===== config.mk =====
export PLATFORM = sky130hd
export DESIGN_NAME = xmodem_1k_crc_receiver_core
export DESIGN_NICKNAME = d
export VERILOG_FILES = /design/src/rtl/xmkr_pkg.sv /design/src/rtl/xmkr_front.sv /design/src/rtl/xmkr_queue.sv /design/src/rtl/xmkr_back.sv /design/src/rtl/xmodem_1k_crc_receiver_core.sv
export SDC_FILE = /design/constraint.sdc
export NUM_CORES = 1
export LEC_CHECK = 0
export BUFFER_PORTS_ARGS = -buffer_cell sky130_fd_sc_hd__buf_2
export CORE_UTILIZATION = 50
export CTS_CLUSTER_DIAMETER = 200
export CTS_CLUSTER_SIZE = 40
export DETAILED_ROUTE_END_ITERATION = 10
export PLACE_DENSITY_LB_ADDON = 0.2
export SYNTH_ARGS = -nofsm -noshare
export SYNTH_HDL_FRONTEND = slang
export SYNTH_SLANG_ARGS = --single-unit
export TNS_END_PERCENT = 50

===== constraint.sdc =====
create_clock -name clk -period 4.9 [get_ports clk]
set_input_delay 0.245 -clock clk [delete_from_list [all_inputs] [get_ports clk]]
set_output_delay 0.245 -clock clk [all_outputs]
set_load 0.02 [all_outputs]

===== src/rtl/xmkr_pkg.sv =====
`timescale 1ns / 1ps
// ----------------------------------------------------------------------------
// xmkr_pkg
// Shared constants, types and the CRC-16 byte step for the XMODEM-1K receiver.
// ----------------------------------------------------------------------------
package xmkr_pkg;

  localparam int BLOCK_BYTES = 1024;
  localparam int ADDR_BITS   = 24;
  localparam int OFS_BITS    = $clog2(BLOCK_BYTES);
  localparam int QDEPTH      = 4;
  localparam int QPTR_BITS   = $clog2(QDEPTH);
  localparam int QCNT_BITS   = $clog2(QDEPTH + 1);

  localparam logic [7:0] CH_STX  = 8'h02;
  localparam logic [7:0] CH_EOT  = 8'h04;
  localparam logic [7:0] CH_ACK  = 8'h06;
  localparam logic [7:0] CH_NAK  = 8'h15;
  localparam logic [7:0] CH_CAN  = 8'h18;
  localparam logic [7:0] CH_POLL = 8'h43;

  localparam logic [15:0] CRC_POLY    = 16'h1021;
  localparam logic [3:0]  RETRY_RESET = 4'd10;

  localparam logic [1:0] KIND_BYTE    = 2'd0;
  localparam logic [1:0] KIND_TICK    = 2'd1;
  localparam logic [1:0] KIND_RESTART = 2'd2;

  localparam logic CFG_DEST_BASE   = 1'b0;
  localparam logic CFG_RETRY_LIMIT = 1'b1;

  localparam logic [2:0] EXTRA_NONE   = 3'd0;
  localparam logic [2:0] EXTRA_ABORT  = 3'd3;
  localparam logic [2:0] EXTRA_NAKCAN = 3'd4;

  typedef enum logic [2:0] {
    PH_WAIT_FIRST = 3'd0,
    PH_WAIT_NEXT  = 3'd1,
    PH_BLKNUM     = 3'd2,
    PH_BLKCOMP    = 3'd3,
    PH_DATA       = 3'd4,
    PH_CRC_HI     = 3'd5,
    PH_CRC_LO     = 3'd6,
    PH_DONE       = 3'd7
  } phase_t;

  typedef enum logic [1:0] {
    ST_RUNNING = 2'd0,
    ST_EOT     = 2'd1,
    ST_CANCEL  = 2'd2,
    ST_ABORT   = 2'd3
  } status_t;

  typedef struct packed {
    logic                 wv;
    logic [ADDR_BITS-1:0] waddr;
    logic [7:0]           wdata;
    logic                 rv;
    logic [7:0]           rbyte;
    logic [2:0]           extra;
    status_t              status;
    logic [15:0]          packets;
  } cmd_t;

  function automatic logic [15:0] crc16_byte(input logic [15:0] crc_in, input logic [7:0] b);
    logic [15:0] c;
    c = crc_in ^ {b, 8'h00};
    for (int i = 0; i < 8; i++) begin
      if (c[15]) begin
        c = {c[14:0], 1'b0} ^ CRC_POLY;
      end else begin
        c = {c[14:0], 1'b0};
      end
    end
    return c;
  endfunction

endpackage


===== src/rtl/xmkr_front.sv =====
`timescale 1ns / 1ps
// ----------------------------------------------------------------------------
// xmkr_front
// Protocol engine: takes one input transaction per cycle while accept is high, tracks the frame,
// writes data and computes CRC, and issues one command per transaction.
// ----------------------------------------------------------------------------
module xmkr_front
  import xmkr_pkg::*;
(
  input  logic                 clk,
  input  logic                 rst,
  input  logic                 cfg_wen,
  input  logic                 cfg_index,
  input  logic [23:0]          cfg_data,
  input  logic                 accept,
  input  logic [1:0]           kind,
  input  logic [7:0]           rx_byte,
  output cmd_t                 cmd
);

  logic [23:0]          dest_base;
  logic [3:0]           retry_limit;

  phase_t               phase, phase_next;
  logic [7:0]           expected_block, expected_block_next;
  logic [15:0]          good_frames, good_frames_next;
  logic [3:0]           retries, retries_next;
  logic [OFS_BITS-1:0]  byte_offset, byte_offset_next;
  logic [15:0]          running_crc, running_crc_next;
  logic [ADDR_BITS-1:0] frame_base, frame_base_next;
  logic                 header_ok, header_ok_next;
  logic [7:0]           crc_high_seen, crc_high_seen_next;
  status_t              final_status, final_status_next;
  logic [4:0]           retry_count;
  logic                 frame_good;

  always_ff @(posedge clk) begin
    if (rst) begin
      dest_base   <= '0;
      retry_limit <= RETRY_RESET;
    end else if (cfg_wen) begin
      if (cfg_index == CFG_DEST_BASE) begin
        dest_base <= cfg_data;
      end else begin
        retry_limit <= cfg_data[3:0];
      end
    end
  end

  always_ff @(posedge clk) begin
    if (rst) begin
      phase          <= PH_WAIT_FIRST;
      expected_block <= 8'd1;
      good_frames    <= '0;
      retries        <= '0;
      byte_offset    <= '0;
      running_crc    <= '0;
      frame_base     <= '0;
      header_ok      <= 1'b0;
      crc_high_seen  <= '0;
      final_status   <= ST_RUNNING;
    end else if (accept) begin
      phase          <= phase_next;
      expected_block <= expected_block_next;
      good_frames    <= good_frames_next;
      retries        <= retries_next;
      byte_offset    <= byte_offset_next;
      running_crc    <= running_crc_next;
      frame_base     <= frame_base_next;
      header_ok      <= header_ok_next;
      crc_high_seen  <= crc_high_seen_next;
      final_status   <= final_status_next;
    end
  end

  assign retry_count = {1'b0, retries} + 5'd1;
  assign frame_good  = header_ok && (crc_high_seen == running_crc[15:8]) &&
                       (rx_byte == running_crc[7:0]);

  always_comb begin
    phase_next          = phase;
    expected_block_next = expected_block;
    good_frames_next    = good_frames;
    retries_next        = retries;
    byte_offset_next    = byte_offset;
    running_crc_next    = running_crc;
    frame_base_next     = frame_base;
    header_ok_next      = header_ok;
    crc_high_seen_next  = crc_high_seen;
    final_status_next   = final_status;
    cmd                 = '0;

    if (kind == KIND_RESTART) begin
      phase_next          = PH_WAIT_FIRST;
      expected_block_next = 8'd1;
      good_frames_next    = '0;
      retries_next        = '0;
      byte_offset_next    = '0;
      running_crc_next    = '0;
      frame_base_next     = dest_base[ADDR_BITS-1:0];
      header_ok_next      = 1'b0;
      crc_high_seen_next  = '0;
      final_status_next   = ST_RUNNING;
    end else if (kind == KIND_TICK) begin
      if (phase == PH_WAIT_FIRST) begin
        cmd.rv    = 1'b1;
        cmd.rbyte = CH_POLL;
      end
    end else if (kind == KIND_BYTE) begin
      unique case (phase)
        PH_WAIT_FIRST: begin
          if (rx_byte == CH_STX) begin
            frame_base_next    = dest_base[ADDR_BITS-1:0];
            phase_next         = PH_BLKNUM;
            byte_offset_next   = '0;
            running_crc_next   = '0;
            header_ok_next     = 1'b0;
            crc_high_seen_next = '0;
          end else begin
            cmd.rv    = 1'b1;
            cmd.rbyte = CH_POLL;
          end
        end
        PH_WAIT_NEXT: begin
          if (rx_byte == CH_STX) begin
            phase_next         = PH_BLKNUM;
            byte_offset_next   = '0;
            running_crc_next   = '0;
            header_ok_next     = 1'b0;
            crc_high_seen_next = '0;
          end else if (rx_byte == CH_EOT) begin
            cmd.rv            = 1'b1;
            cmd.rbyte         = CH_ACK;
            final_status_next = ST_EOT;
            phase_next        = PH_DONE;
          end else if (rx_byte == CH_CAN) begin
            final_status_next = ST_CANCEL;
            phase_next        = PH_DONE;
          end
        end
        PH_BLKNUM: begin
          if (rx_byte != expected_block) begin
            cmd.rv            = 1'b1;
            cmd.rbyte         = CH_CAN;
            cmd.extra         = EXTRA_ABORT;
            final_status_next = ST_ABORT;
            phase_next        = PH_DONE;
          end else begin
            phase_next = PH_BLKCOMP;
          end
        end
        PH_BLKCOMP: begin
          header_ok_next   = ((rx_byte ^ 8'hFF) == expected_block);
          byte_offset_next = '0;
          phase_next       = PH_DATA;
        end
        PH_DATA: begin
          cmd.wv           = 1'b1;
          cmd.waddr        = frame_base + ADDR_BITS'(byte_offset);
          cmd.wdata        = rx_byte;
          running_crc_next = crc16_byte(running_crc, rx_byte);
          if (byte_offset == OFS_BITS'(BLOCK_BYTES - 1)) begin
            byte_offset_next = '0;
            phase_next       = PH_CRC_HI;
          end else begin
            byte_offset_next = byte_offset + 1'b1;
          end
        end
        PH_CRC_HI: begin
          crc_high_seen_next = rx_byte;
          phase_next         = PH_CRC_LO;
        end
        PH_CRC_LO: begin
          phase_next = PH_WAIT_NEXT;
          cmd.rv     = 1'b1;
          if (frame_good) begin
            cmd.rbyte           = CH_ACK;
            retries_next        = '0;
            frame_base_next     = frame_base + ADDR_BITS'(BLOCK_BYTES);
            expected_block_next = expected_block + 8'd1;
            good_frames_next    = good_frames + 16'd1;
          end else begin
            cmd.rbyte    = CH_NAK;
            retries_next = retry_count[4] ? 4'hF : retry_count[3:0];
            if (retry_count > {1'b0, retry_limit}) begin
              cmd.extra         = EXTRA_NAKCAN;
              final_status_next = ST_ABORT;
              phase_next        = PH_DONE;
            end
          end
        end
        PH_DONE: begin
        end
        default: begin
        end
      endcase
    end

    cmd.status  = final_status_next;
    cmd.packets = good_frames_next;
  end

endmodule


===== src/rtl/xmkr_queue.sv =====
`timescale 1ns / 1ps
// ----------------------------------------------------------------------------
// xmkr_queue
// Short command FIFO between the protocol engine and the result sequencer.
// ----------------------------------------------------------------------------
module xmkr_queue
  import xmkr_pkg::*;
(
  input  logic clk,
  input  logic rst,
  input  logic push,
  input  cmd_t push_cmd,
  output logic full,
  input  logic pop,
  output cmd_t head,
  output logic empty
);

  cmd_t                 entries [QDEPTH];
  logic [QPTR_BITS-1:0] wr_ptr;
  logic [QPTR_BITS-1:0] rd_ptr;
  logic [QCNT_BITS-1:0] count;

  assign full  = (count == QCNT_BITS'(QDEPTH));
  assign empty = (count == '0);
  assign head  = entries[rd_ptr];

  always_ff @(posedge clk) begin
    if (push) begin
      entries[wr_ptr] <= push_cmd;
    end
  end

  always_ff @(posedge clk) begin
    if (rst) begin
      wr_ptr <= '0;
      rd_ptr <= '0;
      count  <= '0;
    end else begin
      if (push) begin
        wr_ptr <= wr_ptr + 1'b1;
      end
      if (pop) begin
        rd_ptr <= rd_ptr + 1'b1;
      end
      if (push && !pop) begin
        count <= count + 1'b1;
      end else if (pop && !push) begin
        count <= count - 1'b1;
      end
    end
  end

  a_no_overflow: assert property (@(posedge clk) disable iff (rst) !(push && full && !pop))
    else $error("queue push while full");

endmodule


===== src/rtl/xmkr_back.sv =====
`timescale 1ns / 1ps
// ----------------------------------------------------------------------------
// xmkr_back
// Result sequencer: expands each command into its result transactions and
// holds them in the output register until taken.
// ----------------------------------------------------------------------------
module xmkr_back
  import xmkr_pkg::*;
(
  input  logic                 clk,
  input  logic                 rst,
  input  cmd_t                 head,
  input  logic                 empty,
  output logic                 pop,
  output logic                 out_valid,
  input  logic                 out_ready,
  output logic                 write_valid,
  output logic [ADDR_BITS-1:0] write_addr,
  output logic [7:0]           write_data,
  output logic                 reply_valid,
  output logic [7:0]           reply_byte,
  output logic [1:0]           status,
  output logic [15:0]          packets,
  output logic                 last
);

  logic [2:0] idx;
  logic       load;
  logic       at_last;

  assign load    = !empty && (!out_valid || out_ready);
  assign at_last = (idx == head.extra);
  assign pop     = load && at_last;

  always_ff @(posedge clk) begin
    if (rst) begin
      out_valid <= 1'b0;
      idx       <= '0;
    end else if (load) begin
      out_valid <= 1'b1;
      idx       <= at_last ? 3'd0 : idx + 3'd1;
    end else if (out_ready) begin
      out_valid <= 1'b0;
    end
  end

  always_ff @(posedge clk) begin
    if (load) begin
      if (idx == 3'd0) begin
        write_valid <= head.wv;
        write_addr  <= head.waddr;
        write_data  <= head.wdata;
        reply_valid <= head.rv;
        reply_byte  <= head.rbyte;
      end else begin
        write_valid <= 1'b0;
        write_addr  <= '0;
        write_data  <= '0;
        reply_valid <= 1'b1;
        reply_byte  <= CH_CAN;
      end
      status  <= head.status;
      packets <= head.packets;
      last    <= at_last;
    end
  end

  a_mid_cmd_has_head: assert property (@(posedge clk) disable iff (rst)
    (idx != 3'd0) |-> !empty)
    else $error("sequencer lost its command mid-expansion");

  a_idx_bound: assert property (@(posedge clk) disable iff (rst)
    idx <= EXTRA_NAKCAN)
    else $error("result index beyond longest command");

  a_write_no_reply: assert property (@(posedge clk) disable iff (rst)
    (out_valid && write_valid) |-> (!reply_valid && last))
    else $error("write result carries a reply or is not final");

endmodule


===== src/rtl/xmodem_1k_crc_receiver_core.sv =====
`timescale 1ns / 1ps
// Results of an accepted transaction are registered in the command queue, then in the output register.
// One input per cycle while the queue is not full; the sequencer emits one result per cycle while out_ready is high.
// Commands that expand to 4 or 5 results (CAN abort) hold the sequencer until all are taken;
// a 4-entry command queue lets the front keep accepting meanwhile.
// Reset: synchronous, active high; clears the transfer, dest_base to 0, retry_limit to 10.
// ----------------------------------------------------------------------------
// xmodem_1k_crc_receiver_core
// XMODEM-1K CRC-16 receiver: protocol engine, command queue, result sequencer.
// ----------------------------------------------------------------------------
module xmodem_1k_crc_receiver_core
  import xmkr_pkg::*;
(
  input  logic                 clk,
  input  logic                 rst,
  input  logic                 cfg_wen,
  input  logic                 cfg_index,
  input  logic [23:0]          cfg_data,
  input  logic                 in_valid,
  output logic                 in_ready,
  input  logic [1:0]           kind,
  input  logic [7:0]           rx_byte,
  output logic                 out_valid,
  input  logic                 out_ready,
  output logic                 write_valid,
  output logic [ADDR_BITS-1:0] write_addr,
  output logic [7:0]           write_data,
  output logic                 reply_valid,
  output logic [7:0]           reply_byte,
  output logic [1:0]           status,
  output logic [15:0]          packets,
  output logic                 last
);

  cmd_t front_cmd;
  cmd_t head;
  logic q_full;
  logic q_empty;
  logic q_pop;
  logic accept;

  assign in_ready = !q_full;
  assign accept   = in_valid && in_ready;

  xmkr_front u_front (
    .clk       (clk),
    .rst       (rst),
    .cfg_wen   (cfg_wen),
    .cfg_index (cfg_index),
    .cfg_data  (cfg_data),
    .accept    (accept),
    .kind      (kind),
    .rx_byte   (rx_byte),
    .cmd       (front_cmd)
  );

  xmkr_queue u_queue (
    .clk      (clk),
    .rst      (rst),
    .push     (accept),
    .push_cmd (front_cmd),
    .full     (q_full),
    .pop      (q_pop),
    .head     (head),
    .empty    (q_empty)
  );

  xmkr_back u_back (
    .clk         (clk),
    .rst         (rst),
    .head        (head),
    .empty       (q_empty),
    .pop         (q_pop),
    .out_valid   (out_valid),
    .out_ready   (out_ready),
    .write_valid (write_valid),
    .write_addr  (write_addr),
    .write_data  (write_data),
    .reply_valid (reply_valid),
    .reply_byte  (reply_byte),
    .status      (status),
    .packets     (packets),
    .last        (last)
  );

endmodule

Yosys cells after proc, flatten, opt, wreduce, memory -nomap -nowiden. Memories as Yosys holds them, arrays and structs flattened. A register that Yosys moved wholly into a read port is not among the register bits. Cells that the tools add are included.

Bitwise gates (word level): 11. Equal/unequal tests: 24. $add $sub $neg: 11. Multiplexer cells: 126. Magnitude comparators: 1. Reductions and logical operators: 39.

Operators by type and width (number): $mux W16 (37); $mux W24 (5); $mux W13 (8); $mux W45 (2); $mux W8 (9); $mux W33 (2); $mux W3 (17); $mux W10 (5); $pmux W24 S2 (1); $mux W9 (5); $pmux W9 S4 (1); $pmux W16 S2 (1); $pmux W10 S3 (1); $reduce_and A5 Y1 (5); $add A24 B10 Y24 (1); $add A24 B11 Y24 const B (1); $eq A8 B8 Y1 (3); $mux W4 (6); $not A3 Y3 (8); $mux W2 (11); $pmux W3 S7 (1); $add A16 B1 Y16 const B (1); $pmux W8 S2 (1); $xor A16 B16 Y16 (1); other kinds (44) (79).

Register bits: 192. Memories kept: 1. Bits of input ports: 40. Bits in writable memories: 252. Word-level logic and storage cells: 238. Output and inout port bits: 63.

Memory list: u_queue.entries (depth 4, bits a word 63, rd ports 1, clocked after memory_dff 1, wr ports 1, line xmkr_queue.sv:19) `cmd_t entries [QDEPTH];`.

Depth between registers and ports, before layout. Gate-level depths: netlist (run 1).

Word-level depth: 49. Depth in mapped cells: 11. Mapped depth without buffers: 10.

By module. A second synthesis (run 1) with hierarchy kept.

Cell total of the unflattened synthesis: 1516. Area total of the unflattened synthesis: 19531.2 um^2.

By module, submodules not included: xmkr_queue (area each 9591.7 um^2, seq. area each 7747.4 um^2, times used 1, cells each 373); xmkr_front (area each 7549.7 um^2, seq. area each 2402.3 um^2, times used 1, cells each 1005); xmkr_back (area each 2379.8 um^2, seq. area each 1911.8 um^2, times used 1, cells each 136); xmodem_1k_crc_receiver_core (area each 10.0 um^2, seq. area each 0.0 um^2, times used 1, cells each 2).

Worst setup path before layout (run 1). Ideal clock, no wire load.

Path type: register to register. Start: register u_queue.count[0]. End: register u_queue.count[2]. Period minus slack after synthesis: 5.310 ns. Setup time: 0.070 ns. Buffers on the path: 0. Arrival: 5.239 ns. Path slack: -0.410 ns. Cell stages (with the launch flop): 10. Data required time: 4.830 ns. Cell sequence: dfxtp_1 -> nor3_1 -> a21oi_1 -> nand2_1 -> ha_1 -> inv_1 -> fa_1 -> xor2_1 -> or3_1 -> a21oi_1.

Longest elaborated chain between the ends: 7. Elaborated cells on any way between the ends: 16. Those cells by class: add/sub: 2; eq/ne: 1; mux: 2; reduce/logical: 11.

Ends and longest elaborated chain: from (decl) (line xmkr_queue.sv:22) `logic [QCNT_BITS-1:0] count;`; from (signal assigned) (line xmkr_queue.sv:47) `count <= count + 1'b1;`; from (signal assigned) (line xmkr_queue.sv:49) `count <= count - 1'b1;`; $logic_not A3 Y1 (*) (line xmkr_queue.sv:25) `assign empty = (count == '0);`; $logic_not A1 Y1 (*) (line xmkr_back.sv:31) `assign load = !empty && (!out_valid || out_ready);`; $logic_and A1 B1 Y1 (*) (line xmkr_back.sv:31); net u_back.load (line xmkr_back.sv:28) `logic load;`; $logic_and A1 B1 Y1 (*) (line xmkr_back.sv:33) `assign pop = load && at_last;`; $logic_not A1 Y1 (line xmkr_queue.sv:46) `if (push && !pop) begin`; $logic_and A1 B1 Y1 (line xmkr_queue.sv:46); $mux W3 / $reduce_bool A2 Y1 (equally long branches).

The timed path passes the listed nets; every way through them passes the cells marked *. The select of a mux whose other input is x is not followed. A chain may end at the register's enable or synchronous reset.

==> results.json, run 1 <==
{
  "status": "finished clean",
  "hpwl_um": 28550,
  "worstPathRequired_ns": 5.23,
  "syn_area_per_cell_um2": 12.46,
  "ant_nets": 0,
  "drv_cap": 0,
  "dr_total_vias": 12292,
  "groute.usage.overall_pct": 21.79,
  "dr.pass1.iters": 5,
  "cts.sinks": 432,
  "finalCritPeriodShare_pct": 65.14,
  "grt_pass1_wl_um": 66200,
  "gp_congestion": 0.8668,
  "fin_crit_ns": 3.192,
  "grt_max_degree": 64,
  "synth.distinct_cells": 75,
  "leakage_nw": 7.130,
  "tns_ns": 0,
  "min_path_type": "primary input to register",
  "coreArea_mm2": 0.03767,
  "fin_hold_ws_ns": 0.02853,
  "power.total_mw": 8.468,
  "root_buffer": "clkbuf_16",
  "start_kind": "register",
  "drt_iter0_markers": 1056,
  "cts_tree": "yes",
  "synthArstFlopShare_pct": 0,
  "numCtsBuffers": 14,
  "wl_per_cell_um": 19.88,
  "tightest_slew_ns": 1.059,
  "ys_ff_latch": 432,
  "cts.path.max_buffers": 3,
  "fin_skew_ns": 0.02101,
  "cp_max_fo": 13,
  "grt_overflow_total": 0,
  "die_w_um": 197.7,
  "top_level_ports": 103,
  "rows": 71,
  "relSlewSlack_pct": 29.37,
  "path_clk_slew_ns": 0.14,
  "setup_ws_ns": 1.708,
  "synth-main-ff-cell": "edfxtp_1",
  "max_clock_freq_ghz": 0.3133,
  "crit_path_end_kind": "register",
  "maxSlewViolCount": 0,
  "io_buffers": 100,
  "syn_area_mm2": 0.01915,
  "diodes": 0,
  "antenna_found_initial": 4,
  "final_nets": 1672,
  "first_global_vias": 11801,
  "syn_inst": 1537,
  "start_util_pct": 50.84,
  "critPathKind": "register to register",
  "htree_num_levels": 1,
  "via_per_inst": 5.790,
  "synth-seq-area-share_pct": 60.79,
  "drcViolationCount": 0,
  "setup_viol": 0,
  "cp.arrival_ns": 3.52,
  "rsz0062_at_grt": "false",
  "peakVddDrop_v": 0.0002769,
  "cts_resized": 0,
  "synth_edf_count": 299,
  "hold_viol_final": 0,
  "die_y_um": 197.7,
  "insertion_delay_ns": 0.54,
  "syn_to_final_growth_pct": 8.122,
  "drive_gt1_share_pct": 14.52,
  "yosys_warnings": 0,
  "fill_cells": 3199,
  "p_per_area_mw_per_mm2": 409.0,
  "dieArea_mm2": 0.03909,
  "drt-total-wl_um": 42220,
  "dp_slack_ns": 1.790
}
## sequential cells by signal, indices dropped and copies added, names as in the netlist, 3 cells and up, named ones only
signal	flops
u_front.retry_limit	4
u_back.idx	3
u_back.reply_byte	6
u_front.good_frames	16
u_queue.count	3
u_front.crc_high_seen	8
u_front.frame_base	24
u_back.write_addr	24
u_front.byte_offset	10
u_front.running_crc	16
u_back.write_data	8
u_front.dest_base	24
u_front.expected_block	8
u_front.phase	3
u_back.packets	16
u_front.retries	4
u_queue.entries	240
## where the power goes
group          switching [mW]  internal, mW
registers               0.187          4.58
clock network            1.04         0.587
logic                    1.27         0.801
total                    2.50          5.97
## critical path, cell delays in order (launching register included)
cell,delay (ns)
dfxtp_1,0.39
ha_1,0.23
fa_1,0.41
a21o_1,0.20
a31oi_1,0.25
a22oi_1,0.17
a31oi_1,0.81
o21ai_0,0.22
a21oi_1,0.32
## routing by layer
layer / vias to the layer above / GRT usage (%) / part of all wire, % / wire (um)
met5: - / 0 / 0 / 0
met4: 0 / 4.335 / 1.7 / 709
met3: 47 / 2.334 / 5.8 / 2463
met2: 364 / 34.56 / 46 / 19250
met1: 6048 / 32.60 / 47 / 19790
li1: 5833 / - / - / -
## repair_timing
action                                 4_1_cts  5_1_grt
endpoints found under the hold margin       28        0
hold buffers                                24        0
setup buffers                                0        0
## cell usage after synthesis, types with 27 or more instances
| library cell | n | share of area, % |
|---|---|---|
| edfxtp_1 | 299 | 47 |
| nand2_1 | 176 | 3.4 |
| dfxtp_1 | 133 | 14 |
| a21oi_1 | 104 | 2.7 |
| nor2_1 | 82 | 1.6 |
| mux4_2 | 60 | 7.1 |
| clkbuf_1 | 52 | 1.0 |
| o21ai_0 | 46 | 1.2 |
| nand3_1 | 41 | 1.1 |
| nor2b_1 | 41 | 1.3 |
| xor2_1 | 41 | 1.9 |
| inv_1 | 34 | 0.67 |
| xnor2_1 | 32 | 1.5 |
| or3_1 | 29 | 0.95 |
| nor3_1 | 27 | 0.71 |
## per-stage QoR
step / area [um^2] / std cells / util (%)
finish: 20700 / 2123 / 54.97
global route: 20700 / 2123 / 54.97
CTS: 20700 / 2123 / 54.97
detailed placement: 20050 / 2075 / 53.23
global placement: 20050 / 2075 / 53.23
floorplan: 19160 / 1538 / -
## path summary, 6_finish.rpt
| kind | start | to | slack [ns] | depth (start not counted) |
|---|---|---|---|---|
| worst max-delay path | u_front.byte_offset[0]$_SDFFE_PP0P_ | u_queue.entries[0][58]$_DFFE_PP_ | 1.71 | 8 |
| worst min-delay path | cfg_index | u_front.retry_limit[0]$_SDFFE_PP0P_ | 0.03 | 3 |
| worst max register to register | u_front.byte_offset[0]$_SDFFE_PP0P_ | u_queue.entries[0][58]$_DFFE_PP_ | 1.71 | 8 |
| worst min register to register | u_front.dest_base[4]$_SDFFE_PP0P_ | u_front.frame_base[4]$_SDFFE_PP0P_ | 0.46 | 2 |
## cell usage in the layout, fill, tap and decap left out, types with 10 or more instances in the layout
cell / Yosys / layout
or3_1: 29 / 29
and2_1: 17 / 17
buf_2: 20 / 99
mux2i_1: 21 / 21
xor2_1: 41 / 41
ha_1: 26 / 26
inv_1: 34 / 34
dlygate4sd3_1: 0 / 24
clkbuf_16: 0 / 15
a31oi_1: 14 / 14
and3_1: 22 / 18
nand3_1: 41 / 41
nand2b_1: 16 / 16
nor4_1: 10 / 10
nand4_1: 15 / 15
or4_1: 17 / 17
dfxtp_1: 133 / 131
o211ai_1: 17 / 17
xnor2_1: 32 / 32
nor3_1: 27 / 27
a22oi_1: 10 / 10
edfxtp_1: 299 / 299
nor2b_1: 41 / 40
buf_4: 4 / 18
nand2_1: 176 / 176
nor2_1: 82 / 82
a21oi_1: 104 / 103
o21ai_0: 46 / 46
mux4_2: 60 / 60
## cells by family (layout without fill, tap and decap cells)
family	Yosys count	in the layout	synth area share [%]
AO/OA/AOI/OAI	261	261	8.546
XOR/XNOR	73	73	3.339
adder cells (fa/ha/maj)	28	28	1.908
buffers and inverters	125	199	2.738
flip-flops	432	432	60.79
multiplexers	84	84	8.331
other	1	2	0.01958
AND/OR/NAND/NOR	533	533	14.33
## area by class of cell
class | instances | area (um^2) | share of cell area (%)
multi-input cells | 981 | 7007 | 33.84
flip-flops and latches | 432 | 11650 | 56.25
clock buffers | 23 | 405.4 | 1.958
well taps | 511 | 639.4 | 3.088
repair buffers | 141 | 870.8 | 4.206
inverters | 34 | 127.6 | 0.6164
clock inverters | 1 | 8.758 | 0.04230
Power figures use the tool's default switching activity.
==> run 2, diff against run 1 <==
==> constraint.sdc (replaced) <==
create_clock -name clk -period 2.6 [get_ports clk]
set_input_delay 0.13 -clock clk [delete_from_list [all_inputs] [get_ports clk]]
set_output_delay 0.13 -clock clk [all_outputs]
set_load 0.02 [all_outputs]
==> run 2 against run 1 <==
Effect of this change: clock power is 88% higher; clock skew is 0.0083 ns higher; design area is 4.4% higher; global-route usage is 0.43 points higher; combinational power is 110% higher; sequential cell count stayed put; register-to-register slack worse by 1.6 ns; routed wire length is 2.8% higher; largest cell class unchanged; largest power group unchanged.
==> results.json, run 2 (synthesized netlist as in run 1, its figures left out) <==
{
  "drcViolationCount": 0,
  "dr_total_vias": 12710,
  "critPathKind": "register to register",
  "path_clk_slew_ns": 0.16,
  "dp_cells": 2151,
  "drt-total-wl_um": 43390,
  "fin_skew_ns": 0.02927,
  "drt_iter0_markers": 1017,
  "cp_max_fo": 7,
  "post-cts-setup-buffers": 0,
  "leakage_nw": 7.594,
  "wl_met2_um": 19960,
  "coreArea_mm2": 0.03767,
  "syn_to_final_growth_pct": 12.86,
  "crit_path_end_kind": "register",
  "rows": 71,
  "rsz0062_at_grt": "true",
  "drt-met1-wl_um": 20480,
  "hpwl_um": 29860,
  "dieArea_mm2": 0.03909,
  "htree_num_levels": 1,
  "finalCritPeriodShare_pct": 97.52,
  "cts_tree": "yes",
  "min_path_type": "primary input to register",
  "die_y_um": 197.7,
  "holdPathEnd": "u_front.crc_high_seen[4]$_SDFFE_PP0P_",
  "setup_viol": 0,
  "final_nets": 1758,
  "r2r_start": "u_front.frame_base[0]$_SDFFE_PP0P_",
  "antenna_found_initial": 0,
  "root_buffer": "clkbuf_16",
  "maxSlewViolCount": 0,
  "dp_slack_ns": -0.03067,
  "r2r_cells": 9,
  "cts.path.max_buffers": 3,
  "largest-register": "u_queue.entries",
  "startpoint": "u_front.frame_base[0]$_SDFFE_PP0P_",
  "dr.max_layer_used": "met4",
  "first_global_vias": 11921,
  "grt_overflow_total": 0,
  "rrSetupSlack_ns": 0.06,
  "setup_ws_ns": 0.06458,
  "ant_nets": 0,
  "finalNonFillerCells": 2209,
  "cp.arrival_ns": 2.87,
  "relSlewSlack_pct": 19.22,
  "peakVddDrop_v": 0.0004891,
  "max_clock_freq_ghz": 0.3944,
  "numCtsBuffers": 14,
  "fill_cells": 3166,
  "groute.usage.overall_pct": 22.22,
  "start_kind": "register",
  "grt_pass1_wl_um": 67320,
  "largest_reg_flops": 240,
  "rr_endpoint": "u_queue.entries[2][58]$_DFFE_PP_",
  "p_per_area_mw_per_mm2": 755.0,
  "io_buffers": 100,
  "wl_per_cell_um": 19.64,
  "layout_commonest_cell": "edfxtp_1",
  "grt_max_degree": 61,
  "die_w_um": 197.7,
  "final_cell_mix": "edfxtp_1, nand2_1, dfxtp_1",
  "drv_cap": 0,
  "status": "finished clean",
  "drive_gt1_share_pct": 20.08,
  "via_per_inst": 5.754,
  "hp-start": "rx_byte[4]",
  "tightest_slew_ns": 1.201,
  "gp_congestion": 0.8991,
  "hold_viol_final": 0,
  "holdPathStages": 4,
  "start_util_pct": 50.84,
  "diodes": 0,
  "fin_crit_ns": 2.535,
  "worstPathRequired_ns": 2.93,
  "top_level_ports": 103,
  "dr.pass1.iters": 5,
  "met3_length_um": 2343,
  "insertion_delay_ns": 0.54,
  "cts.sinks": 432
}
## run 2: area by class of cell
class | count | area (um^2) | area share (%)
Clock buffer | 23 | 405.4 | 1.876
Clock inverter | 1 | 8.758 | 0.04052
Inverter | 34 | 127.6 | 0.5905
Multi-Input combinational cell | 981 | 7137 | 33.02
Sequential cell | 432 | 11660 | 53.94
Tap cell | 511 | 639.4 | 2.958
Timing Repair Buffer | 227 | 1637 | 7.572
## run 2: power breakdown
| group | switching [mW] | internal, mW |
|---|---|---|
| logic | 2.54 | 1.77 |
| clock network | 1.96 | 1.11 |
| registers | 0.306 | 8.63 |
| total | 4.81 | 11.5 |
## run 2: repair_timing
item | CTS | global route
cloned | 0 | 1
setup endpoints to repair | 6 | 68
hold buffers | 33 | 0
pin swaps | 0 | 4
endpoints found under the hold margin | 31 | 0
gates resized for setup | 2 | 26
## run 2: layer usage
layer / vias to the layer above / track usage (%)
met5: - / 0
met4: 0 / 3.474
met3: 36 / 2.436
met2: 332 / 35.33
met1: 6342 / 33.52
li1: 6000 / -
## run 2: worst max-delay path, stage by stage, from the launching register on
cell	delay, ns
dfxtp_1	0.34
ha_1	0.22
fa_1	0.41
a21o_1	0.21
a31oi_2	0.23
a22oi_2	0.14
a31oi_4	0.20
buf_4	0.20
o21ai_0	0.09
a21oi_1	0.28
## run 2: worst max path at each step
stage	to
5_1_grt	u_queue.count[2]$_SDFFE_PP0P_
3_3_place_gp	u_queue.entries[0][16]$_DFFE_PP_
4_1_cts	u_queue.entries[0][51]$_DFFE_PP_
3_5_place_dp	u_queue.entries[0][16]$_DFFE_PP_
2_1_floorplan	u_queue.count[2]$_SDFFE_PP0P_
6_report	u_queue.entries[2][58]$_DFFE_PP_
## run 2: stage by stage
step                total power, mW  cell area, um^2  setup TNS (ns)  util, %  hold slack (ns)
floorplan                     11.94            19200         -0.1836        -           0.2660
global placement              13.37            20760               0    55.12           0.3690
detailed placement            13.46            20760         -0.1278    55.12           0.3767
CTS                           16.49            21510               0    57.12          0.01978
global route                  17.06            21610         -0.1296    57.38          0.03637
finish                        16.32            21610               0    57.38          0.03758
